$ cat config.mk
export PLATFORM = sky130hd
export DESIGN_NAME = mask_overlay_pixel_blend
export DESIGN_NICKNAME = d
export VERILOG_FILES = /design/src/mop_pkg.sv /design/src/mask_overlay_pixel_blend.sv /design/src/mop_ram.sv /design/src/mop_palette.sv /design/src/mop_blend.sv /design/src/mop_div100.sv
export SDC_FILE = /design/constraint.sdc
export NUM_CORES = 2
export LEC_CHECK = 0
export ABC_AREA = 1
export BUFFER_PORTS_ARGS = -buffer_cell sky130_fd_sc_hd__buf_4
export CORE_MARGIN = 5
export CORE_UTILIZATION = 51
export DETAILED_ROUTE_END_ITERATION = 16
export PLACE_DENSITY = 0.66
export SYNTH_ARGS = -nofsm -noshare
export SYNTH_HDL_FRONTEND = slang
export SYNTH_SLANG_ARGS = --single-unit
export TNS_END_PERCENT = 10
$ cat constraint.sdc
create_clock -name clock -period 8.1 [get_ports clock]
set_input_delay 2.025 -clock clock [delete_from_list [all_inputs] [get_ports clock]]
set_output_delay 2.025 -clock clock [all_outputs]
set_load 0.005 [all_outputs]
$ cat src/mop_pkg.sv
package mop_pkg;

   // Default number of palette entries.
   localparam int PALETTE_DEPTH_DEF = 128;

   localparam int CHAN_W  = 8;
   localparam int COLOR_W = 24;
   localparam int PCT_W   = 7;
   localparam int PHASE_W = 7;
   localparam int CSR_INDEX_W = 3;

   // A weighted sum is at most 255 * 100, which fits in 15 bits.
   localparam int SUM_W = 15;

   localparam logic [PCT_W-1:0]   PCT_FULL   = 7'd100;
   localparam logic [COLOR_W-1:0] SYNC_COLOR = 24'h00FFFF;

   // Division by 100 as a multiply by ceil(2^22 / 100) and a shift. The error
   // stays below 0.006 for every sum up to 25500, so the truncated quotient
   // is exact.
   localparam int DIV100_SHIFT = 22;
   localparam int DIV100_RECIP_W = 16;
   localparam logic [DIV100_RECIP_W-1:0] DIV100_RECIP = 16'd41944;
   localparam int DIV100_PROD_W = SUM_W + DIV100_RECIP_W;

   typedef enum logic {
      KIND_PIXEL   = 1'b0,
      KIND_PALETTE = 1'b1
   } kind_type;

   typedef enum logic [CSR_INDEX_W-1:0] {
      REG_SHOW_FORE      = 3'd0,
      REG_SHOW_BACK      = 3'd1,
      REG_FILL_COLOR     = 3'd2,
      REG_BACK_COLOR     = 3'd3,
      REG_TRANSPARENCY   = 3'd4,
      REG_SELECTED_PHASE = 3'd5,
      REG_USE_PALETTE    = 3'd6
   } reg_index_type;

   typedef struct packed {
      logic                show_fore;
      logic                show_back;
      logic [COLOR_W-1:0]  fill_color;
      logic [COLOR_W-1:0]  back_color;
      logic [PCT_W-1:0]    transparency;
      logic signed [7:0]   selected_phase;
      logic                use_palette;
   } cfg_type;

endpackage

$ cat src/mask_overlay_pixel_blend.sv
// Pipeline: an accepted pixel request loads the input stage, then the
// weighted-sum stage, then the output register that drives rsp_.
// Throughput: one request per cycle while req_ready is high; the three
// stages move independently, so a stalled output only holds back ready
// once all three stages are full. Reset clears the pipeline and the
// palette valid bits and loads the configuration defaults; every palette
// entry then reads as the yellow sync color.
module mask_overlay_pixel_blend import mop_pkg::*; #(
   parameter int PALETTE_DEPTH = PALETTE_DEPTH_DEF
) (
   input  logic                   clock,
   input  logic                   reset,

   input  logic                   req_valid,
   output logic                   req_ready,
   input  logic                   req_kind,
   input  logic [CHAN_W-1:0]      req_mask_value,
   input  logic [CHAN_W-1:0]      req_dest_blue,
   input  logic [CHAN_W-1:0]      req_dest_green,
   input  logic [CHAN_W-1:0]      req_dest_red,
   input  logic [PHASE_W-1:0]     req_palette_index,
   input  logic [COLOR_W-1:0]     req_palette_color,

   output logic                   rsp_valid,
   input  logic                   rsp_ready,
   output logic [CHAN_W-1:0]      rsp_out_blue,
   output logic [CHAN_W-1:0]      rsp_out_green,
   output logic [CHAN_W-1:0]      rsp_out_red,

   input  logic                   csr_valid,
   output logic                   csr_ready,
   input  logic [CSR_INDEX_W-1:0] csr_index,
   input  logic [COLOR_W-1:0]     csr_data
);

   cfg_type cfg_ff;
   cfg_type cfg_in;

   logic req_accept;
   logic pix_accept;
   logic pal_accept;
   logic s1_en;
   logic s2_en;
   logic out_en;

   logic              s1_valid_ff;
   logic              s1_valid_in;
   logic [CHAN_W-1:0] s1_mask_ff;
   logic [CHAN_W-1:0] s1_blue_ff;
   logic [CHAN_W-1:0] s1_green_ff;
   logic [CHAN_W-1:0] s1_red_ff;

   logic [COLOR_W-1:0] pal_color;
   logic [SUM_W-1:0]   sum_blue;
   logic [SUM_W-1:0]   sum_green;
   logic [SUM_W-1:0]   sum_red;

   logic             s2_valid_ff;
   logic             s2_valid_in;
   logic [SUM_W-1:0] s2_blue_ff;
   logic [SUM_W-1:0] s2_green_ff;
   logic [SUM_W-1:0] s2_red_ff;

   logic [CHAN_W-1:0] quot_blue;
   logic [CHAN_W-1:0] quot_green;
   logic [CHAN_W-1:0] quot_red;

   logic              out_valid_ff;
   logic              out_valid_in;
   logic [CHAN_W-1:0] out_blue_ff;
   logic [CHAN_W-1:0] out_green_ff;
   logic [CHAN_W-1:0] out_red_ff;

   // Configuration registers
   assign csr_ready = 1'b1;

   always_comb begin
      cfg_in = cfg_ff;
      if (csr_valid) begin
         case (csr_index)
            REG_SHOW_FORE:      cfg_in.show_fore      = csr_data[0];
            REG_SHOW_BACK:      cfg_in.show_back      = csr_data[0];
            REG_FILL_COLOR:     cfg_in.fill_color     = csr_data;
            REG_BACK_COLOR:     cfg_in.back_color     = csr_data;
            REG_TRANSPARENCY:   cfg_in.transparency   = csr_data[PCT_W-1:0];
            REG_SELECTED_PHASE: cfg_in.selected_phase = signed'(csr_data[7:0]);
            REG_USE_PALETTE:    cfg_in.use_palette    = csr_data[0];
            default:            cfg_in = cfg_ff;
         endcase
      end
   end

   always_ff @(posedge clock) begin
      if (reset) begin
         cfg_ff.show_fore      <= 1'b1;
         cfg_ff.show_back      <= 1'b0;
         cfg_ff.fill_color     <= '0;
         cfg_ff.back_color     <= '0;
         cfg_ff.transparency   <= '0;
         cfg_ff.selected_phase <= -8'sd1;
         cfg_ff.use_palette    <= 1'b0;
      end else begin
         cfg_ff <= cfg_in;
      end
   end

   // Each stage loads whenever the stage after it can take its contents.
   assign out_en = !out_valid_ff || rsp_ready;
   assign s2_en  = !s2_valid_ff || out_en;
   assign s1_en  = !s1_valid_ff || s2_en;

   assign req_ready  = s1_en;
   assign req_accept = req_valid && req_ready;
   assign pix_accept = req_accept && (req_kind == KIND_PIXEL);
   assign pal_accept = req_accept && (req_kind == KIND_PALETTE);

   // Input stage; the palette read runs alongside it.
   assign s1_valid_in = s1_en ? pix_accept : s1_valid_ff;

   always_ff @(posedge clock) begin
      if (reset) begin
         s1_valid_ff <= 1'b0;
      end else begin
         s1_valid_ff <= s1_valid_in;
      end
   end

   always_ff @(posedge clock) begin
      if (pix_accept) begin
         s1_mask_ff  <= req_mask_value;
         s1_blue_ff  <= req_dest_blue;
         s1_green_ff <= req_dest_green;
         s1_red_ff   <= req_dest_red;
      end
   end

   mop_palette #(
      .DEPTH (PALETTE_DEPTH)
   ) u_palette (
      .clock    (clock),
      .reset    (reset),
      .wr_en    (pal_accept),
      .wr_index (req_palette_index),
      .wr_color (req_palette_color),
      .rd_en    (pix_accept),
      .rd_phase (req_mask_value[PHASE_W-1:0]),
      .rd_color (pal_color)
   );

   mop_blend u_blend (
      .cfg        (cfg_ff),
      .mask_value (s1_mask_ff),
      .dest_blue  (s1_blue_ff),
      .dest_green (s1_green_ff),
      .dest_red   (s1_red_ff),
      .pal_color  (pal_color),
      .sum_blue   (sum_blue),
      .sum_green  (sum_green),
      .sum_red    (sum_red)
   );

   // Weighted-sum stage
   assign s2_valid_in = s2_en ? s1_valid_ff : s2_valid_ff;

   always_ff @(posedge clock) begin
      if (reset) begin
         s2_valid_ff <= 1'b0;
      end else begin
         s2_valid_ff <= s2_valid_in;
      end
   end

   always_ff @(posedge clock) begin
      if (s2_en && s1_valid_ff) begin
         s2_blue_ff  <= sum_blue;
         s2_green_ff <= sum_green;
         s2_red_ff   <= sum_red;
      end
   end

   mop_div100 u_div_blue  (.sum (s2_blue_ff),  .quot (quot_blue));
   mop_div100 u_div_green (.sum (s2_green_ff), .quot (quot_green));
   mop_div100 u_div_red   (.sum (s2_red_ff),   .quot (quot_red));

   // Output register
   assign out_valid_in = out_en ? s2_valid_ff : out_valid_ff;

   always_ff @(posedge clock) begin
      if (reset) begin
         out_valid_ff <= 1'b0;
      end else begin
         out_valid_ff <= out_valid_in;
      end
   end

   always_ff @(posedge clock) begin
      if (out_en && s2_valid_ff) begin
         out_blue_ff  <= quot_blue;
         out_green_ff <= quot_green;
         out_red_ff   <= quot_red;
      end
   end

   assign rsp_valid     = out_valid_ff;
   assign rsp_out_blue  = out_blue_ff;
   assign rsp_out_green = out_green_ff;
   assign rsp_out_red   = out_red_ff;

`ifndef NO_ASSERTIONS
   // A palette write never produces a result.
   a_pal_no_result: assert property (@(posedge clock) disable iff (reset)
      pal_accept |=> !s1_valid_ff)
      else $error("palette write entered the pixel pipeline");

   // Every accepted pixel enters the input stage.
   a_pix_enters: assert property (@(posedge clock) disable iff (reset)
      pix_accept |=> s1_valid_ff)
      else $error("accepted pixel request was lost");

   // Requests are refused only when every stage holds a pixel.
   a_ready_full: assert property (@(posedge clock) disable iff (reset)
      !req_ready |-> (s1_valid_ff && s2_valid_ff && out_valid_ff))
      else $error("request refused while the pipeline has a free stage");

   // A new result only comes from the weighted-sum stage.
   a_out_source: assert property (@(posedge clock) disable iff (reset)
      $rose(out_valid_ff) |-> $past(s2_valid_ff))
      else $error("result appeared without a pixel behind it");
`endif

endmodule

$ cat src/mop_ram.sv
module mop_ram #(
   parameter int WIDTH = 24,
   parameter int DEPTH = 128
) (
   input  logic                     clock,
   input  logic                     wr_en,
   input  logic [$clog2(DEPTH)-1:0] wr_addr,
   input  logic [WIDTH-1:0]         wr_data,
   input  logic                     rd_en,
   input  logic [$clog2(DEPTH)-1:0] rd_addr,
   output logic [WIDTH-1:0]         rd_data
);

   logic [WIDTH-1:0] mem_ff [DEPTH];
   logic [WIDTH-1:0] rd_data_ff;

   always_ff @(posedge clock) begin
      if (wr_en) begin
         mem_ff[wr_addr] <= wr_data;
      end
      if (rd_en) begin
         rd_data_ff <= mem_ff[rd_addr];
      end
   end

   assign rd_data = rd_data_ff;

endmodule

$ cat src/mop_palette.sv
module mop_palette import mop_pkg::*; #(
   parameter int DEPTH = PALETTE_DEPTH_DEF
) (
   input  logic               clock,
   input  logic               reset,
   input  logic               wr_en,
   input  logic [PHASE_W-1:0] wr_index,
   input  logic [COLOR_W-1:0] wr_color,
   input  logic               rd_en,
   input  logic [PHASE_W-1:0] rd_phase,
   output logic [COLOR_W-1:0] rd_color
);

   localparam int AW = $clog2(DEPTH);

   logic [AW-1:0]      wr_addr;
   logic [AW-1:0]      rd_addr;
   logic               wr_ok;
   logic               rd_ok;
   logic [DEPTH-1:0]   valid_ff;
   logic [DEPTH-1:0]   valid_in;
   logic               hit_ff;
   logic [COLOR_W-1:0] ram_q;

   assign wr_addr = AW'(wr_index);
   assign rd_addr = AW'(rd_phase);
   assign wr_ok   = wr_en && ({2'b00, wr_index} < 9'(DEPTH));
   assign rd_ok   = {2'b00, rd_phase} < 9'(DEPTH);

   // An entry never written since reset reads as the sync color.
   always_comb begin
      valid_in = valid_ff;
      if (wr_ok) begin
         valid_in[wr_addr] = 1'b1;
      end
   end

   always_ff @(posedge clock) begin
      if (reset) begin
         valid_ff <= '0;
      end else begin
         valid_ff <= valid_in;
      end
   end

   always_ff @(posedge clock) begin
      if (rd_en) begin
         hit_ff <= rd_ok && valid_ff[rd_addr];
      end
   end

   mop_ram #(
      .WIDTH (COLOR_W),
      .DEPTH (DEPTH)
   ) u_ram (
      .clock   (clock),
      .wr_en   (wr_ok),
      .wr_addr (wr_addr),
      .wr_data (wr_color),
      .rd_en   (rd_en),
      .rd_addr (rd_addr),
      .rd_data (ram_q)
   );

   assign rd_color = hit_ff ? ram_q : SYNC_COLOR;

endmodule

$ cat src/mop_blend.sv
module mop_blend import mop_pkg::*; (
   input  cfg_type             cfg,
   input  logic [CHAN_W-1:0]   mask_value,
   input  logic [CHAN_W-1:0]   dest_blue,
   input  logic [CHAN_W-1:0]   dest_green,
   input  logic [CHAN_W-1:0]   dest_red,
   input  logic [COLOR_W-1:0]  pal_color,
   output logic [SUM_W-1:0]    sum_blue,
   output logic [SUM_W-1:0]    sum_green,
   output logic [SUM_W-1:0]    sum_red
);

   logic               back;
   logic               shown;
   logic [COLOR_W-1:0] color;
   logic [PCT_W-1:0]   t_clamp;
   logic [PCT_W-1:0]   t_eff;
   logic [PCT_W-1:0]   w_color;

   always_comb begin
      t_clamp = (cfg.transparency > PCT_FULL) ? PCT_FULL : cfg.transparency;

      // In palette mode an unselected phase drops to background.
      back = !mask_value[7] ||
             (cfg.use_palette && !cfg.selected_phase[7] &&
              (cfg.selected_phase[PHASE_W-1:0] != mask_value[PHASE_W-1:0]));

      if (back) begin
         shown = cfg.show_back;
         color = cfg.back_color;
      end else begin
         shown = cfg.show_fore;
         color = cfg.use_palette ? pal_color : cfg.fill_color;
      end

      // Full transparency passes the destination through exactly.
      t_eff   = shown ? t_clamp : PCT_FULL;
      w_color = PCT_FULL - t_eff;
   end

   assign sum_blue  = SUM_W'(color[23:16]) * SUM_W'(w_color) +
                      SUM_W'(dest_blue) * SUM_W'(t_eff);
   assign sum_green = SUM_W'(color[15:8]) * SUM_W'(w_color) +
                      SUM_W'(dest_green) * SUM_W'(t_eff);
   assign sum_red   = SUM_W'(color[7:0]) * SUM_W'(w_color) +
                      SUM_W'(dest_red) * SUM_W'(t_eff);

endmodule

$ cat src/mop_div100.sv
module mop_div100 import mop_pkg::*; (
   input  logic [SUM_W-1:0]  sum,
   output logic [CHAN_W-1:0] quot
);

   logic [DIV100_PROD_W-1:0] prod;

   assign prod = DIV100_PROD_W'(sum) * DIV100_PROD_W'(DIV100_RECIP);
   assign quot = prod[DIV100_SHIFT +: CHAN_W];

endmodule

==> results.rst <==
.. list-table::
   :header-rows: 1

   * - Metric
     - Value
   * - Outcome
     - completed
   * - Number of enable-type register cells in the synthesized netlist
     - 3198
   * - Post-synth top area share
     - 61.88%
   * - Most used flip-flop cell after synthesis
     - sky130_fd_sc_hd__edfxtp_1
   * - Final weighted congestion in routability-driven placement
     - 0.9556
   * - Vias in the first global route
     - 102800
   * - Most instantiated library cell after synthesis
     - sky130_fd_sc_hd__edfxtp_1
   * - Initial DRC count
     - 13870
   * - Area Overhead vs Synth
     - 10.90%
   * - Final-report hold violation count
     - 0
   * - Cell types with the highest counts after synthesis
     - sky130_fd_sc_hd__edfxtp_1, sky130_fd_sc_hd__nor2_1, sky130_fd_sc_hd__o21ai_0
   * - Clk Latency, worst-skew pair
     - 980 ps
   * - RSZ-0062 raised after global routing
     - false
   * - Total overflow reported by the global router
     - 0
   * - Horiz. Die Dim
     - 561.6 um
   * - Input/output buffers
     - 121
   * - Cell Int Power
     - 35.35 mW
   * - Drt pass-1 iters
     - 7
   * - Sum of routed wire length over all layers
     - 452.6 mm
   * - Post-route fraction of the period consumed by the critical path
     - 91.12%
   * - Critical Path Most Common Cell
     - sky130_fd_sc_hd__fa_1
   * - Count of vias placed by the detailed router
     - 105800
   * - Post-CTS Resized
     - 0
   * - Post-Synthesis Cells
     - 13240
   * - Antenna violations before repair
     - 27
   * - Worst setup SP type
     - flip-flop
   * - Peak per-stage delay on the critical path
     - 560 ps
   * - Total standard cell area after synthesis
     - 155200 um2
   * - Slew Viols, Final
     - 0
   * - Ratio of routed vias to standard cells
     - 6.044
   * - Sequential-to-total area share from yosys stat
     - 64.42%
   * - Remaining antenna violation count
     - 0
   * - Buffer cell driving the clock tree root
     - sky130_fd_sc_hd__clkbuf_16
   * - Number of buffers between clock root and the deepest sink
     - 4
   * - Crit Path Category
     - flip-flop to flip-flop
   * - Clock transition at path regs
     - 60 ps
   * - Largest net degree at the start of global routing
     - 188
   * - DPL Wire Length
     - 269.1 mm
   * - Number of distinct standard cells referenced by the synthesized netlist
     - 55
   * - Data arrival time of the critical path
     - 8030 ps
   * - Placed Instance Area
     - 160700 um2
   * - Post-synth net total
     - 14250
   * - Floorplan die area
     - 315400 um2
   * - TritonCTS Buffers
     - 354
   * - Sinks on the clock net
     - 3395
   * - TritonCTS clock tree
     - built
   * - Transition time at the pin with the least slew margin
     - 1295 ps
   * - Summed negative setup slack over all endpoints
     - 0 ps
   * - Post-layout nets
     - 14230
   * - Largest voltage drop on the vdd net
     - 0.7778 mV
   * - Yosys warning total
     - 0
   * - Tightest Hold Check Type
     - flip-flop to flip-flop
   * - Share of post-route cells with drive strength above 1
     - 8.119%
   * - Seq pwr share
     - 37.1%
   * - Post-synthesis area per instance
     - 11.72 um2
   * - Global-route usage over all layers
     - 28.02%
   * - Endpoint class of the critical path
     - flip-flop
   * - Maximum operating frequency
     - 135.5 MHz
   * - Post-placement setup slack
     - 737.2 ps
   * - Clock period minus worst slack
     - 7381 ps
   * - Die extent in y
     - 561.6 um
   * - Post-route setup slack
     - 719.3 ps
   * - Cell types with the largest area share after synthesis
     - sky130_fd_sc_hd__edfxtp_1, sky130_fd_sc_hd__fa_1, sky130_fd_sc_hd__o21ai_0, sky130_fd_sc_hd__nor2_1, sky130_fd_sc_hd__ha_1
   * - Core Area
     - 303000 um2
   * - Number of levels in the clock H-tree
     - 5
   * - Largest area contributor in the synthesized netlist
     - sky130_fd_sc_hd__edfxtp_1
   * - Finished layout cell area
     - 172100 um2
   * - Post-CTS setup buffer count
     - 0
   * - Required time worst endpoint
     - 8750 ps
   * - Worst slew margin relative to its limit
     - 13.66%
   * - Largest clock skew in the final design
     - 101.8 ps
   * - Post-synth ARST share
     - 0%
   * - Initial cell density of the core
     - 51.21%
   * - Worst Path Max Fanout
     - 10
   * - Power share of the clock group
     - 29.6%
   * - P per Cell Area
     - 311.4 nW/um2
   * - First-pass GRT wire length
     - 667.2 mm
   * - Post-detailed-route DRC marker count
     - 0
   * - WL per Instance
     - 25.86 um
   * - Part of the power in combinational logic
     - 33.2%
   * - Standby leakage power
     - 63.00 nW
   * - Switching power share of the total
     - 34.04%
   * - Number of buffers inserted by hold repair at cts
     - 0
   * - Max-Cap Viols
     - 0
   * - Count of endpoints failing setup in the final report
     - 0
   * - Synth Register Bits
     - 3395
   * - Switching component of the power
     - 18.25 mW
   * - Crit path max-delay cell type
     - sky130_fd_sc_hd__fa_1
   * - FP Rows
     - 202
   * - Ports
     - 123
[state kept, by name, summed over array words and instances (netlist names)]
name                     flops
cfg_ff                      66
rsp_out_blue                 8
rsp_out_green                8
rsp_out_red                  8
rsp_valid                    1
s1_blue_ff                   8
s1_green_ff                  8
s1_mask_ff                   8
s1_red_ff                    8
s1_valid_ff                  1
s2_blue_ff                  15
s2_green_ff                 15
s2_red_ff                   15
s2_valid_ff                  1
u_palette.hit_ff             1
u_palette.u_ram.mem_ff    3072
u_palette.u_ram.rd_data     24
u_palette.valid_ff         128
[layout by cell type, fill, tap and decap left out, drive strengths merged, types with 26 or more instances in the layout]
master | Yosys | layout
ha | 472 | 472
buf | 276 | 396
a31oi | 40 | 40
inv | 1003 | 1009
nand4 | 26 | 26
o21ai | 1813 | 1813
fa | 444 | 444
nand2 | 1240 | 1240
nor3 | 28 | 28
nand3 | 790 | 790
nor2 | 2136 | 2136
a21oi | 136 | 136
edfxtp | 3198 | 3198
clkinv | 1 | 156
xor2 | 65 | 65
dfxtp | 197 | 197
clkbuf | 503 | 464
o22ai | 789 | 789
[cell families after synthesis]
family	Yosys count	share of synthesized area, %
AND/OR/NAND/NOR	4231	11.10
buffers and inverters	1783	4.553
adder cells (fa/ha/maj)	916	9.533
XOR/XNOR	87	0.4910
other	1	0.002416
flip-flops	3395	64.42
AO/OA/AOI/OAI	2829	9.898
[area by class of cell]
class | count | area (um2)
clock inverter | 188 | 1847
fill | 24580 | 130900
timing repair buffer | 397 | 3422
tap | 3978 | 4977
clock buffer | 463 | 9502
multi-input combinational | 8064 | 48530
antenna | 10 | 25.02
sequential | 3395 | 99980
inverter | 1004 | 3822
[stage by stage]
stage	hold WS [ps]	power, mW	utilization, %	std cells
finish	462.0	53.60	56.79	17500
global route	486.3	57.24	56.79	17490
global placement	444.4	37.79	53.04	16840
detailed placement	453.0	38.04	53.04	16840
CTS	466.5	53.90	56.78	17490
floorplan	434.9	33.15	-	13240
[power groups by stage]
stage / clock network [mW] / logic, mW / registers, mW
after CTS: 16.1 / 17.9 / 19.9
after floorplan: 0 / 12.9 / 20.2
after global routing: 16.8 / 20.5 / 19.9
after detailed placement: 0 / 17.8 / 20.3
after global placement: 0 / 17.5 / 20.3
final: 15.9 / 17.8 / 19.9
[worst paths after layout]
path / start / to / slack, ps / cells past startpoint
max: s1_mask_ff[1]$_DFFE_PP_ / s2_blue_ff[13]$_DFFE_PP_ / 720 / 37
min: u_palette.valid_ff[82]$_SDFFE_PP0P_ / u_palette.valid_ff[82]$_SDFFE_PP0P_ / 460 / 2
max reg2reg: s1_mask_ff[1]$_DFFE_PP_ / s2_blue_ff[13]$_DFFE_PP_ / 720 / 37
min reg2reg: u_palette.valid_ff[82]$_SDFFE_PP0P_ / u_palette.valid_ff[82]$_SDFFE_PP0P_ / 460 / 2
[worst max-delay path: cells and delay by family, from the launching register on]
| family | cells | cell delay (ps) |
|---|---|---|
| adder cells (fa/ha/maj) | 8 | 3590 |
| buffers and inverters | 7 | 680 |
| AO/OA/AOI/OAI | 5 | 760 |
| XOR/XNOR | 1 | 130 |
| flip-flops | 1 | 380 |
| AND/OR/NAND/NOR | 16 | 1600 |
[metal layers]
layer	wire length (um)	vias to the layer above	global-route usage (%)
met5	69	-	0
met4	22360	12	12.43
met3	44480	868	4.489
met2	208500	5737	44.12
met1	177200	52470	38.82
li1	-	46670	-
(Power assumes the default switching activity.)
